File: config.mk
export PLATFORM = sky130hd
export DESIGN_NAME = db_path_prefix_decoder_core_flat
export DESIGN_NICKNAME = d
export VERILOG_FILES = /design/src/hw/rtl/dbpd_pkg.sv /design/src/hw/rtl/dbpd_in_if.sv /design/src/hw/rtl/dbpd_out_if.sv /design/src/hw/rtl/dbpd_in_stage.sv /design/src/hw/rtl/dbpd_decode.sv /design/src/hw/rtl/dbpd_out_ser.sv /design/src/hw/rtl/db_path_prefix_decoder_core.sv /design/src/flat_wrapper.sv
export SDC_FILE = /design/constraint.sdc
export NUM_CORES = 1
export LEC_CHECK = 0
export BUFFER_PORTS_ARGS = -buffer_cell sky130_fd_sc_hd__buf_2
export CELL_PAD_IN_SITES_DETAIL_PLACEMENT = 0
export CELL_PAD_IN_SITES_GLOBAL_PLACEMENT = 2
export CORE_MARGIN = 2
export CORE_UTILIZATION = 41
export CTS_BUF_LIST = sky130_fd_sc_hd__clkbuf_4
export DETAILED_ROUTE_END_ITERATION = 8
export PLACE_DENSITY = 0.82
export REMOVE_ABC_BUFFERS = 1
export SETUP_SLACK_MARGIN = 0.02
export SLEW_MARGIN = 5
export SYNTH_ARGS = -nofsm -noshare
export SYNTH_HDL_FRONTEND = slang
export SYNTH_SLANG_ARGS = --single-unit
File: constraint.sdc
create_clock -name clk -period 3.9 [get_ports clk]
set_input_delay 0.78 -clock clk [delete_from_list [all_inputs] [get_ports clk]]
set_output_delay 0.78 -clock clk [all_outputs]
set_load 0.02 [all_outputs]
File: src/hw/rtl/dbpd_pkg.sv
package dbpd_pkg;

  localparam int MAX_BEATS = 5;
  localparam int IDX_W = $clog2(MAX_BEATS);
  localparam int CNT_W = $clog2(MAX_BEATS + 1);
  localparam int PREFIX_LEN = 5;
  localparam int PM_W = $clog2(PREFIX_LEN + 1);

  localparam logic [7:0] CHR_SLASH = 8'h2F;
  localparam logic [7:0] CHR_PERCENT = 8'h25;
  localparam logic [7:0] CHR_PLUS = 8'h2B;
  localparam logic [7:0] CHR_SPACE = 8'h20;
  localparam logic [7:0] CHR_QMARK = 8'h3F;
  localparam logic [7:0] CHR_CR = 8'h0D;
  localparam logic [7:0] CHR_LF = 8'h0A;
  localparam logic [7:0] CHR_NUL = 8'h00;

  localparam logic [7:0] PREFIX_BYTES [PREFIX_LEN] = '{8'h2F, 8'h5F, 8'h64, 8'h62, 8'h2F};

  localparam logic [1:0] CH_NAME = 2'd0;
  localparam logic [1:0] CH_PATH = 2'd1;
  localparam logic [1:0] CH_STATUS = 2'd2;

  typedef enum logic [2:0] {
    PH_PREFIX = 3'd0,
    PH_PASS   = 3'd1,
    PH_NAME   = 3'd2,
    PH_ESC1   = 3'd3,
    PH_ESC2   = 3'd4,
    PH_REST   = 3'd5,
    PH_DROP   = 3'd6
  } phase_t;

  typedef struct packed {
    logic [7:0] path_byte;
    logic       path_last;
  } item_t;

  typedef struct packed {
    logic [7:0] data;
    logic [1:0] ch;
  } beat_t;

  // one input byte's worth of output beats plus the flags they share
  typedef struct packed {
    beat_t [MAX_BEATS-1:0] beats;
    logic [CNT_W-1:0]      count;
    logic                  bad;
    logic                  hasdb;
    logic                  msg_end;
  } run_t;

  typedef struct packed {
    logic [7:0] out_byte;
    logic [1:0] channel;
    logic       bad_encoding;
    logic       has_database;
    logic       message_end;
    logic       run_last;
  } out_beat_t;

  // {invalid, value}
  function automatic logic [4:0] hex_decode(input logic [7:0] c);
    logic [4:0] r;
    if (c >= 8'h30 && c <= 8'h39) r = {1'b0, 4'(c - 8'h30)};
    else if (c >= 8'h41 && c <= 8'h46) r = {1'b0, 4'(c - 8'h37)};
    else if (c >= 8'h61 && c <= 8'h66) r = {1'b0, 4'(c - 8'h57)};
    else r = 5'h10;
    return r;
  endfunction

endpackage

File: src/hw/rtl/dbpd_in_if.sv
interface dbpd_in_if;
  logic       valid;
  logic       ready;
  logic [7:0] path_byte;
  logic       path_last;

  modport source (output valid, output path_byte, output path_last, input ready);
  modport sink (input valid, input path_byte, input path_last, output ready);
endinterface

File: src/hw/rtl/dbpd_out_if.sv
interface dbpd_out_if;
  logic       valid;
  logic       ready;
  logic [7:0] out_byte;
  logic [1:0] channel;
  logic       bad_encoding;
  logic       has_database;
  logic       message_end;
  logic       run_last;

  modport source (output valid, output out_byte, output channel, output bad_encoding,
                  output has_database, output message_end, output run_last, input ready);
  modport sink (input valid, input out_byte, input channel, input bad_encoding,
                input has_database, input message_end, input run_last, output ready);
endinterface

File: src/hw/rtl/dbpd_in_stage.sv
module dbpd_in_stage (
  input  logic           clk,
  input  logic           rst_n,
  input  logic           in_valid,
  output logic           in_ready,
  input  dbpd_pkg::item_t in_item,
  input  logic           advance,
  output logic           item_valid,
  output dbpd_pkg::item_t item
);
  import dbpd_pkg::*;

  logic  valid_r;
  item_t item_r;

  // one-beat register so the next byte can be taken while the serializer drains
  assign in_ready = !valid_r || advance;
  assign item_valid = valid_r;
  assign item = item_r;

  always_ff @(posedge clk) begin
    if (!rst_n) begin
      valid_r <= 1'b0;
    end else if (in_valid && in_ready) begin
      valid_r <= 1'b1;
    end else if (advance) begin
      valid_r <= 1'b0;
    end
  end

  always_ff @(posedge clk) begin
    if (in_valid && in_ready) begin
      item_r <= in_item;
    end
  end

endmodule

File: src/hw/rtl/dbpd_decode.sv
module dbpd_decode (
  input  logic            clk,
  input  logic            rst_n,
  input  logic            advance,
  input  dbpd_pkg::item_t item,
  output dbpd_pkg::run_t  run
);
  import dbpd_pkg::*;

  phase_t          phase_r, phase_upd, phase_nxt;
  logic [PM_W-1:0] pm_r, pm_upd, pm_nxt;
  logic [3:0]      hn_r, hn_upd, hn_nxt;
  logic            err_r, err_upd, err_nxt;

  logic [7:0] b;
  logic       last;
  logic       is_term, is_nul, is_pct;
  logic [4:0] hex;
  logic       hex_ok;
  logic       pm_match, pm_complete, replay;

  assign b = item.path_byte;
  assign last = item.path_last;
  assign is_term = b inside {CHR_SLASH, CHR_QMARK, CHR_SPACE, CHR_CR, CHR_LF};
  assign is_nul = (b == CHR_NUL);
  assign is_pct = (b == CHR_PERCENT);
  assign hex = hex_decode(b);
  assign hex_ok = !hex[4];

  assign pm_match = (pm_r < PM_W'(PREFIX_LEN)) &&
                    (b == PREFIX_BYTES[pm_r[$clog2(PREFIX_LEN)-1:0]]);
  assign pm_complete = pm_match && (pm_r == PM_W'(PREFIX_LEN - 1));
  assign replay = !pm_match || (!pm_complete && last);

  // next state
  always_comb begin
    phase_upd = phase_r;
    pm_upd = pm_r;
    hn_upd = hn_r;
    err_upd = err_r;
    case (phase_r)
      PH_PREFIX: begin
        if (pm_match) begin
          pm_upd = pm_r + PM_W'(1);
          if (pm_complete) phase_upd = PH_NAME;
        end else begin
          phase_upd = PH_PASS;
        end
      end
      PH_PASS, PH_REST: ;
      PH_NAME: begin
        if (is_term) begin
          phase_upd = PH_REST;
        end else if (is_nul) begin
          phase_upd = PH_DROP;
        end else if (is_pct) begin
          if (last) begin
            phase_upd = PH_DROP;
            err_upd = 1'b1;
          end else begin
            phase_upd = PH_ESC1;
          end
        end
      end
      PH_ESC1: begin
        if (!hex_ok || last) begin
          phase_upd = PH_DROP;
          err_upd = 1'b1;
        end else begin
          hn_upd = hex[3:0];
          phase_upd = PH_ESC2;
        end
      end
      PH_ESC2: begin
        if (!hex_ok) begin
          phase_upd = PH_DROP;
          err_upd = 1'b1;
        end else begin
          phase_upd = PH_NAME;
        end
      end
      default: phase_upd = PH_DROP;
    endcase

    if (last) begin
      phase_nxt = PH_PREFIX;
      pm_nxt = '0;
      hn_nxt = '0;
      err_nxt = 1'b0;
    end else begin
      phase_nxt = phase_upd;
      pm_nxt = pm_upd;
      hn_nxt = hn_upd;
      err_nxt = err_upd;
    end
  end

  // output beats
  always_comb begin
    for (int i = 0; i < MAX_BEATS; i++) begin
      run.beats[i].data = (IDX_W'(i) < IDX_W'(pm_r)) ? PREFIX_BYTES[i] : b;
      run.beats[i].ch = CH_PATH;
    end
    run.count = '0;
    case (phase_r)
      PH_PREFIX: begin
        if (replay) begin
          run.count = CNT_W'(pm_r) + CNT_W'(1);
        end else if (last) begin
          run.beats[0] = '{data: CHR_SLASH, ch: CH_PATH};
          run.count = CNT_W'(1);
        end
      end
      PH_PASS, PH_REST: begin
        run.beats[0] = '{data: b, ch: CH_PATH};
        run.count = CNT_W'(1);
      end
      PH_NAME: begin
        if (is_term) begin
          run.beats[0] = '{data: b, ch: CH_PATH};
          run.count = CNT_W'(1);
        end else if (is_nul) begin
          run.beats[0] = '{data: CHR_SLASH, ch: CH_PATH};
          run.count = CNT_W'(1);
        end else if (is_pct) begin
          if (last) begin
            run.beats[0] = '{data: CHR_NUL, ch: CH_STATUS};
            run.count = CNT_W'(1);
          end
        end else begin
          run.beats[0] = '{data: (b == CHR_PLUS) ? CHR_SPACE : b, ch: CH_NAME};
          run.beats[1] = '{data: CHR_SLASH, ch: CH_PATH};
          run.count = last ? CNT_W'(2) : CNT_W'(1);
        end
      end
      PH_ESC1: begin
        if (!hex_ok || last) begin
          run.beats[0] = '{data: CHR_NUL, ch: CH_STATUS};
          run.count = CNT_W'(1);
        end
      end
      PH_ESC2: begin
        if (!hex_ok) begin
          run.beats[0] = '{data: CHR_NUL, ch: CH_STATUS};
          run.count = CNT_W'(1);
        end else begin
          run.beats[0] = '{data: {hn_r, hex[3:0]}, ch: CH_NAME};
          run.beats[1] = '{data: CHR_SLASH, ch: CH_PATH};
          run.count = last ? CNT_W'(2) : CNT_W'(1);
        end
      end
      default: begin
        if (last) begin
          run.beats[0] = '{data: CHR_NUL, ch: CH_STATUS};
          run.count = CNT_W'(1);
        end
      end
    endcase
    run.bad = err_upd;
    run.hasdb = (phase_upd != PH_PREFIX) && (phase_upd != PH_PASS);
    run.msg_end = last;
  end

  always_ff @(posedge clk) begin
    if (!rst_n) begin
      phase_r <= PH_PREFIX;
      pm_r <= '0;
      hn_r <= '0;
      err_r <= 1'b0;
    end else if (advance) begin
      phase_r <= phase_nxt;
      pm_r <= pm_nxt;
      hn_r <= hn_nxt;
      err_r <= err_nxt;
    end
  end

  a_path_end_clears: assert property (@(posedge clk) disable iff (!rst_n)
    advance && last |=> phase_r == PH_PREFIX && pm_r == '0 && !err_r && hn_r == '0)
    else $error("state not cleared after final byte");

  a_prefix_bound: assert property (@(posedge clk) disable iff (!rst_n)
    phase_r == PH_PREFIX |-> pm_r < PM_W'(PREFIX_LEN))
    else $error("prefix match count out of range");

  a_err_drops: assert property (@(posedge clk) disable iff (!rst_n)
    err_r |-> phase_r == PH_DROP)
    else $error("error flag set outside drop phase");

endmodule

File: src/hw/rtl/dbpd_out_ser.sv
module dbpd_out_ser (
  input  logic                clk,
  input  logic                rst_n,
  input  logic                advance,
  input  dbpd_pkg::run_t      run,
  output logic                free,
  output logic                out_valid,
  input  logic                out_ready,
  output dbpd_pkg::out_beat_t out_beat
);
  import dbpd_pkg::*;

  run_t             run_r;
  logic             valid_r;
  logic [IDX_W-1:0] idx_r;
  logic             last_beat;
  logic             take;

  assign last_beat = (CNT_W'(idx_r) + CNT_W'(1)) == run_r.count;
  assign out_valid = valid_r;
  assign take = valid_r && out_ready;
  assign free = !valid_r || (take && last_beat);

  assign out_beat.out_byte = run_r.beats[idx_r].data;
  assign out_beat.channel = run_r.beats[idx_r].ch;
  assign out_beat.bad_encoding = run_r.bad;
  assign out_beat.has_database = run_r.hasdb;
  assign out_beat.run_last = last_beat;
  assign out_beat.message_end = last_beat && run_r.msg_end;

  always_ff @(posedge clk) begin
    if (!rst_n) begin
      valid_r <= 1'b0;
      idx_r <= '0;
    end else if (advance) begin
      valid_r <= (run.count != '0);
      idx_r <= '0;
    end else if (take) begin
      if (last_beat) begin
        valid_r <= 1'b0;
      end
      idx_r <= idx_r + IDX_W'(1);
    end
  end

  always_ff @(posedge clk) begin
    if (advance) begin
      run_r <= run;
    end
  end

  a_idx_in_run: assert property (@(posedge clk) disable iff (!rst_n)
    valid_r |-> CNT_W'(idx_r) < run_r.count)
    else $error("beat index beyond run length");

  a_end_on_last: assert property (@(posedge clk) disable iff (!rst_n)
    valid_r && out_beat.message_end |-> out_beat.run_last)
    else $error("message end before last beat of run");

  a_no_overwrite: assert property (@(posedge clk) disable iff (!rst_n)
    advance |-> !valid_r || (take && last_beat))
    else $error("run loaded over pending beats");

endmodule

File: src/hw/rtl/db_path_prefix_decoder_core.sv
// Request-path decoder for "/_db/<name>/...": bytes come in one per beat and a beat
// leaves on the name channel (decoded %XX and '+'), the path channel or the status
// channel. A byte that yields zero or one beat is taken every cycle while the output
// is ready and passes through the input register and the serializer's run register;
// a byte that yields n beats (prefix replay up to five, a name byte at the end of the
// path two) holds the input until all n have left; the serializer sends one beat per
// cycle while the output is ready. A one-byte input register takes the next byte while
// the serializer is busy; once full, the input stalls until the output side drains.
module db_path_prefix_decoder_core (
  input  logic clk,
  input  logic rst_n,
  dbpd_in_if.sink    in_ch,
  dbpd_out_if.source out_ch
);
  import dbpd_pkg::*;

  item_t     in_item;
  item_t     item;
  logic      item_valid;
  logic      advance;
  logic      free;
  run_t      run;
  out_beat_t out_beat;

  assign in_item.path_byte = in_ch.path_byte;
  assign in_item.path_last = in_ch.path_last;
  assign advance = item_valid && free;

  dbpd_in_stage u_in_stage (
    .clk        (clk),
    .rst_n      (rst_n),
    .in_valid   (in_ch.valid),
    .in_ready   (in_ch.ready),
    .in_item    (in_item),
    .advance    (advance),
    .item_valid (item_valid),
    .item       (item)
  );

  dbpd_decode u_decode (
    .clk     (clk),
    .rst_n   (rst_n),
    .advance (advance),
    .item    (item),
    .run     (run)
  );

  dbpd_out_ser u_out_ser (
    .clk       (clk),
    .rst_n     (rst_n),
    .advance   (advance),
    .run       (run),
    .free      (free),
    .out_valid (out_ch.valid),
    .out_ready (out_ch.ready),
    .out_beat  (out_beat)
  );

  assign out_ch.out_byte = out_beat.out_byte;
  assign out_ch.channel = out_beat.channel;
  assign out_ch.bad_encoding = out_beat.bad_encoding;
  assign out_ch.has_database = out_beat.has_database;
  assign out_ch.message_end = out_beat.message_end;
  assign out_ch.run_last = out_beat.run_last;

endmodule
File: src/flat_wrapper.sv
// flat-port wrapper written by rule: the top's interface ports become plain ports
module db_path_prefix_decoder_core_flat import dbpd_pkg::*;
  (clk, rst_n, in_ch_valid, in_ch_path_byte, in_ch_path_last, in_ch_ready, out_ch_valid, out_ch_out_byte, out_ch_channel, out_ch_bad_encoding, out_ch_has_database, out_ch_message_end, out_ch_run_last, out_ch_ready);
  dbpd_in_if in_ch_i ();
  dbpd_out_if out_ch_i ();
  input  logic clk;
  input  logic rst_n;
  input wire logic [$bits(in_ch_i.valid)-1:0] in_ch_valid;
  input wire logic [$bits(in_ch_i.path_byte)-1:0] in_ch_path_byte;
  input wire logic [$bits(in_ch_i.path_last)-1:0] in_ch_path_last;
  output wire logic [$bits(in_ch_i.ready)-1:0] in_ch_ready;
  output wire logic [$bits(out_ch_i.valid)-1:0] out_ch_valid;
  output wire logic [$bits(out_ch_i.out_byte)-1:0] out_ch_out_byte;
  output wire logic [$bits(out_ch_i.channel)-1:0] out_ch_channel;
  output wire logic [$bits(out_ch_i.bad_encoding)-1:0] out_ch_bad_encoding;
  output wire logic [$bits(out_ch_i.has_database)-1:0] out_ch_has_database;
  output wire logic [$bits(out_ch_i.message_end)-1:0] out_ch_message_end;
  output wire logic [$bits(out_ch_i.run_last)-1:0] out_ch_run_last;
  input wire logic [$bits(out_ch_i.ready)-1:0] out_ch_ready;
  assign in_ch_i.valid = in_ch_valid;
  assign in_ch_i.path_byte = in_ch_path_byte;
  assign in_ch_i.path_last = in_ch_path_last;
  assign in_ch_ready = in_ch_i.ready;
  assign out_ch_valid = out_ch_i.valid;
  assign out_ch_out_byte = out_ch_i.out_byte;
  assign out_ch_channel = out_ch_i.channel;
  assign out_ch_bad_encoding = out_ch_i.bad_encoding;
  assign out_ch_has_database = out_ch_i.has_database;
  assign out_ch_message_end = out_ch_i.message_end;
  assign out_ch_run_last = out_ch_i.run_last;
  assign out_ch_i.ready = out_ch_ready;
  db_path_prefix_decoder_core u_core (.clk(clk), .rst_n(rst_n), .in_ch(in_ch_i), .out_ch(out_ch_i));
endmodule
=== Word level (Yosys, flattened, before mapping) ===
Memory sizes are Yosys's and may differ from the RTL's.
Index checks and enable logic that the tools add are counted.

* Input port bits: 13
* Output and inout port bits: 16
* Register bits after elaboration: 75
* Memories: 1
* Word-level logic and storage cells: 150
* Bits in read-only memories: 64

* Reductions and logical operators: 36
* $add $sub $neg: 5
* Equality and inequality tests: 17
* Magnitude comparators: 14
* Bitwise gates (word level): 2
* Muxes and demuxes: 55

{| class="wikitable"
|+ Memories
! memory !! words !! width !! read ports !! clocked after memory_dff !! wr ports !! line !! text
|-
| (no name shown) || 8 || 8 || 1 || 0 || 0 || dbpd_decode.sv:31 || <nowiki>(b == PREFIX_BYTES[pm_r[$clog2(PREFIX_LEN)-1:0]]);</nowiki>
|}

{| class="wikitable"
|+ Operators by type and width
! cell !! number
|-
| 13-bit 2-to-1 mux || 7
|-
| 13-bit case mux with 5 select lines || 1
|-
| 10-bit 2-to-1 mux || 6
|-
| 8-bit by 6-bit equality test with 1-bit output (second input constant) || 5
|-
| 8-bit 2-to-1 mux || 5
|-
| 3-bit 2-to-1 mux || 12
|-
| 10-bit binary-select mux with 3-bit select || 1
|-
| 10-bit case mux with 2 select lines || 1
|-
| 8-bit by 4-bit equality test with 1-bit output (second input constant) || 2
|-
| 8-bit by 7-bit greater-or-equal comparator with 1-bit output (second input constant) || 2
|-
| 8-bit by 7-bit less-or-equal comparator with 1-bit output (second input constant) || 2
|-
| 5-bit 2-to-1 mux || 3
|-
| 3-bit case mux with 5 select lines || 1
|-
| 1-bit logical AND || 12
|-
| 1-bit 2-to-1 mux || 12
|-
| 4-bit 2-to-1 mux || 3
|-
| 2-bit nonzero test || 6
|-
| 3-bit equality test (second input constant) || 3
|-
| 8-bit equality test || 1
|-
| 8-bit by 6-bit greater-or-equal comparator with 1-bit output (second input constant) || 1
|-
| 8-bit by 6-bit less-or-equal comparator with 1-bit output (second input constant) || 1
|-
| 8-bit zero test || 1
|-
| 4-bit by 3-bit subtractor with 4-bit output (second input constant) || 2
|-
| 3-bit by 1-bit adder with 3-bit output (second input constant) || 2
|-
| 24 further kinds || 37
|}

=== Depth between registers and ports, before layout ===
* Word-level depth: 14
* Depth in mapped cells: 10
* Gate-level depth less buffers: 9

=== By module ===
A second synthesis with hierarchy kept.

* Cell total of the unflattened synthesis: 468
* Area, all modules: 4860.9 um2

{| class="wikitable"
|+ By module, submodules not included
! module !! area an instance (um2) !! cells an instance !! times used !! sequential area each (um2)
|-
| dbpd_out_ser || 2368.5 || 131 || 1 || 1761.7
|-
| dbpd_decode || 2158.3 || 322 || 1 || 220.2
|-
| dbpd_in_stage || 327.8 || 14 || 1 || 290.3
|-
| db_path_prefix_decoder_core || 6.3 || 1 || 1 || 0.0
|}

=== Least setup slack after synthesis ===
OpenSTA, ideal clock, no wires.

* Path type: register to register
* From: reg u_core.u_out_ser.idx_r[0]
* To: reg u_core.u_decode.phase_r[1]
* Data arrival time: 3079 ps
* Data required time: 3777 ps
* Clock period less this slack: 3202 ps
* Stages on the path, launching flop included: 11
* Setup time: 123 ps
* Buffers on the path: 2
* Slack: 698 ps
* Cells stage by stage: dfxtp_1 -> clkbuf_1 -> inv_1 -> ha_1 -> xnor2_1 -> a41oi_2 -> nor2b_1 -> buf_2 -> a21boi_0 -> a311oi_1 -> nor3_1

* Longest elaborated chain between the ends: 5

{| class="wikitable"
|+ RTL lines
! what !! line !! text
|-
| start: declaration || dbpd_out_ser.sv:15 || <nowiki>logic [IDX_W-1:0] idx_r;</nowiki>
|-
| start signal: assignment || dbpd_out_ser.sv:42 || <nowiki>idx_r <= idx_r + IDX_W'(1);</nowiki>
|-
| 3-bit by 1-bit adder with 3-bit output || dbpd_out_ser.sv:19 || <nowiki>assign last_beat = (CNT_W'(idx_r) + CNT_W'(1)) == run_r.count;</nowiki>
|-
| 3-bit equality test || dbpd_out_ser.sv:19 ||
|-
| 1-bit logical AND || dbpd_out_ser.sv:22 || <nowiki>assign free = !valid_r || (take && last_beat);</nowiki>
|-
| 1-bit logical OR || dbpd_out_ser.sv:22 ||
|-
| 1-bit logical AND || db_path_prefix_decoder_core.sv:27 || <nowiki>assign advance = item_valid && free;</nowiki>
|-
| named net u_core.advance || db_path_prefix_decoder_core.sv:20 || <nowiki>logic advance;</nowiki>
|-
| end signal: assignment || dbpd_decode.sv:171 || <nowiki>phase_r <= phase_nxt;</nowiki>
|-
| end: declaration || dbpd_decode.sv:10 || <nowiki>phase_t phase_r, phase_upd, phase_nxt;</nowiki>
|}

The timed path passes the listed nets, and every way through them passes these cells.
A chain may end at the register's enable or synchronous reset.

=== Final worst setup path ===
* From: reg u_core.u_out_ser.idx_r[2]
* To: out in_ch_ready

* Longest elaborated chain between the ends: 6

{| class="wikitable"
|+ RTL lines
! what !! line !! text
|-
| 3-bit by 1-bit adder with 3-bit output || dbpd_out_ser.sv:19 ||
|-
| 3-bit equality test || dbpd_out_ser.sv:19 ||
|-
| 1-bit logical AND || dbpd_out_ser.sv:22 ||
|-
| 1-bit logical OR || dbpd_out_ser.sv:22 ||
|-
| 1-bit logical AND || db_path_prefix_decoder_core.sv:27 ||
|-
| 1-bit logical OR || dbpd_in_stage.sv:17 || <nowiki>assign in_ready = !valid_r || advance;</nowiki>
|-
| end: declaration || flat_wrapper.sv:11 || <nowiki>output wire logic [$bits(in_ch_i.ready)-1:0] in_ch_ready;</nowiki>
|}

Every way passes these cells.

==> impl_metrics.py <==
metrics = {
    "clocking": {
        "post_cts_buffers": 0,
        "cts_sinks": 73,
        "path_clk_slew_ns": 0.14,
        "clk_latency_ns": 0.46,
        "clockBufferDepth": 2,
        "post_cts_resized": 0,
        "root_buffer": "clkbuf_4",
        "htreeDepth": 3,
        "hold_buffers": 0,
        "cts_tree": "yes",
        "cts_made_buffers": 9,
    },
    "floorplan": {
        "dieHeight_um": 106.9,
        "die_area_um2": 11440,
        "placeableCoreArea_um2": 10320,
        "die_w_um": 106.9,
        "initial_core_util_pct": 42.08,
        "rows": 37,
        "pin_count": 29,
    },
    "power": {
        "p_int_mw": 1.281,
        "ir_drop_mv": 0.1491,
        "p_comb_share_pct": 11.1,
        "p_sw_mw": 0.4663,
        "p_clk_share_pct": 36.9,
        "seqPwrFrac_pct": 52.0,
        "power_density_nw_per_um2": 364.4,
        "p_leak_nw": 1.754,
        "switching_share_pct": 26.69,
    },
    "detailed_routing": {
        "drc_errors": 0,
        "routedWlPerCell_um": 19.60,
        "drtIter0Drc": 246,
        "routed_wl_mm": 11.66,
        "drt_first_pass_iters": 5,
        "viasPerCell": 5.847,
        "final_antenna_net_count": 0,
        "route.vias.total": 3479,
    },
    "global_route": {
        "grt_max_degree": 49,
        "grt_pass1_wl_mm": 18.31,
        "grt_pass1_vias": 3297,
        "grtUsageTotal_pct": 21.15,
        "grt_overflow_total": 0,
        "antenna_found_initial": 0,
    },
    "logic_synthesis": {
        "synth_cell_type_count": 73,
        "synth_edf_count": 57,
        "syn_inst": 436,
        "synth.top_cells.by_area": "edfxtp_1 39%, dfxtp_1 7.4%, ha_1 4.3%",
        "synth_seq_cells": 73,
        "yosys_warnings": 0,
        "async_flop_share_pct": 0,
        "synthFlopType": "edfxtp_1",
        "ys_seq_area_share_pct": 46.77,
        "avgSynthCellArea_um2": 9.964,
        "synth_top_cell_by_area": "edfxtp_1",
        "syn_area_um2": 4344,
        "synth_top_area_share_pct": 39.40,
    },
    "critical_path": {
        "cp_slowest_stage_delay_ns": 0.83,
        "start_kind": "flip-flop",
        "end_kind": "primary output",
        "r2r_start": "u_core.u_in_stage.item[6]",
        "crit_required_ns": 3.12,
        "arrival_ns": 2.49,
        "critPathKind": "flip-flop to primary output",
        "r2r_slack_ns": 0.78,
        "crit_path_top_delay_cell": "dfxtp_1",
        "r2r_end": "u_core.u_out_ser.run_r[3]",
        "path_cells": "xnor3_1, a41oi_2, nand2_1, buf_2",
        "cp_max_fo": 15,
        "reg2reg_depth": 6,
    },
    "timing": {
        "fin_hold_ws_ns": 0.4935,
        "drv_slew": 0,
        "worst_slew_pin_slew_ns": 0.7541,
        "hold_viol": 0,
        "max_freq_mhz": 305.9,
        "rsz0062_at_grt": "false",
        "finalSetupViolCount": 0,
        "final.min_clock_period_ns": 3.269,
        "period_share_pct": 83.82,
        "worst_slack_ns": 0.6311,
        "clock_skew_ns": 0.02453,
        "relSlewSlack_pct": 49.66,
    },
    "placement": {
        "dp.final_hpwl_mm": 8.273,
        "place.gp.congestion": 0.8466,
        "dpl-instance-area_um2": 4601,
        "dp_slack_ns": 0.8703,
        "io_buffer_count": 28,
    },
    "status": {
        "status": "finished clean",
    },
    "min_path": {
        "min_delay_path_depth": 1,
        "hold_class": "input port to flip-flop",
        "hold_end": "u_core.u_in_stage.item[0]",
        "min_from": "in_ch_path_last",
    },
    "finish": {
        "post-route-util_pct": 46.44,
        "syn_to_final_growth_pct": 10.37,
        "diodes": 0,
        "num-fill-cells": 974,
        "layout.nets": 482,
        "stdcell_area_um2": 4795,
        "drive_above_1_share_pct": 14.81,
    },
    "run": {
        "drv_cap": 0,
    },
}
==> layer usage <==
metal	global-route usage [%]	vias up	wire, um
li1	-	1649	-
met1	29.20	1664	5323
met2	33.08	142	5315
met3	4.134	24	765
met4	7.699	0	259
met5	0	-	0
==> registers in the layout (all words and copies together) (netlist names) <==
signal                        flops
u_core.u_out_ser.out_valid        1
u_core.u_decode.pm_r              3
u_core.u_out_ser.idx_r            3
u_core.u_decode.hn_r              4
u_core.u_in_stage.item            9
u_core.u_decode.phase_r           3
u_core.u_out_ser.out_beat         2
u_core.u_decode.err_r             1
u_core.u_out_ser.run_r           46
u_core.u_in_stage.item_valid      1
==> power groups by stage <==
stage          clock, mW  sequential (mW)  combinational, mW
3_3_place_gp           0            0.924              0.195
2_1_floorplan          0            0.926              0.120
3_5_place_dp           0            0.926              0.194
6_report           0.645            0.908              0.194
4_1_cts            0.647            0.908              0.194
5_1_grt            0.676            0.913              0.213
==> layout make-up <==
class | count | area (um2) | share of cell area (%)
multi-input cells | 319 | 2141 | 44.65
flip-flops and latches | 73 | 2032 | 42.38
repair buffers | 33 | 190.2 | 3.967
well taps | 136 | 170.2 | 3.549
clock inverters | 7 | 126.4 | 2.636
clock buffers | 9 | 67.56 | 1.409
inverters | 18 | 67.56 | 1.409
==> Yosys cell counts, types with 10 or more instances <==
master	count
edfxtp_1	57
nor2_1	44
nand2_1	36
a21oi_1	28
mux2i_1	17
dfxtp_1	16
ha_1	15
inv_1	15
and2_1	14
clkbuf_1	13
o21ai_0	12
nand2b_1	11
o22ai_1	10
==> logic make-up after synthesis <==
family	count (synthesis)	synth area share [%]
AO/OA/AOI/OAI	112	18.49
XOR/XNOR	10	2.333
adder cells (fa/ha/maj)	15	4.320
buffers and inverters	44	4.119
flip-flops	73	46.77
multiplexers	17	3.917
AND/OR/NAND/NOR	165	20.05
==> critical path, delay by kind of cell (launching register included) <==
kind,cells,cell delay (ns)
xor+xnor,1,0.57
simple gates,1,0.11
buf+inv,1,0.17
flops,1,0.83
compound gates,1,0.37
==> how the worst max path moves through the flow <==
stage / start / end / cells past startpoint
6_report: u_core.u_out_ser.idx_r[2] / in_ch_ready / 4
3_5_place_dp: u_core.u_in_stage.item[6] / u_core.u_out_ser.run_r[3] / 6
3_3_place_gp: u_core.u_in_stage.item[6] / u_core.u_out_ser.run_r[3] / 6
5_1_grt: u_core.u_out_ser.idx_r[2] / in_ch_ready / 4
2_1_floorplan: u_core.u_out_ser.idx_r[0] / u_core.u_decode.phase_r[1] / 8
4_1_cts: u_core.u_out_ser.idx_r[2] / in_ch_ready / 4
==> per-stage QoR <==
step                      std cells  setup TNS [ns]  power [mW]
after CTS                       595               0       1.749
final                           595               0       1.747
after floorplan                 410          -49.09       1.046
after detailed placement        579               0       1.119
after global routing            595               0       1.802
after global placement          579               0       1.119
==> layout by cell type, fill, tap and decap left out, types with 4 or more instances in the layout <==
cell	Yosys	final
clkbuf_4	0	9
o21ai_1	4	4
xnor2_1	6	6
o21ai_0	12	12
nand2b_1	11	11
edfxtp_1	57	57
o211ai_1	5	5
ha_1	15	15
nor3_1	7	7
and2_1	14	14
buf_2	8	28
nand2_1	36	36
buf_4	1	4
nor2b_1	8	7
dfxtp_1	16	16
o22ai_1	10	10
nand3_1	8	8
nor2_1	44	44
a31oi_1	4	4
a21oi_1	28	28
inv_1	15	15
mux2i_1	17	17
or3_1	7	7
Power figures use the tool's default switching activity.
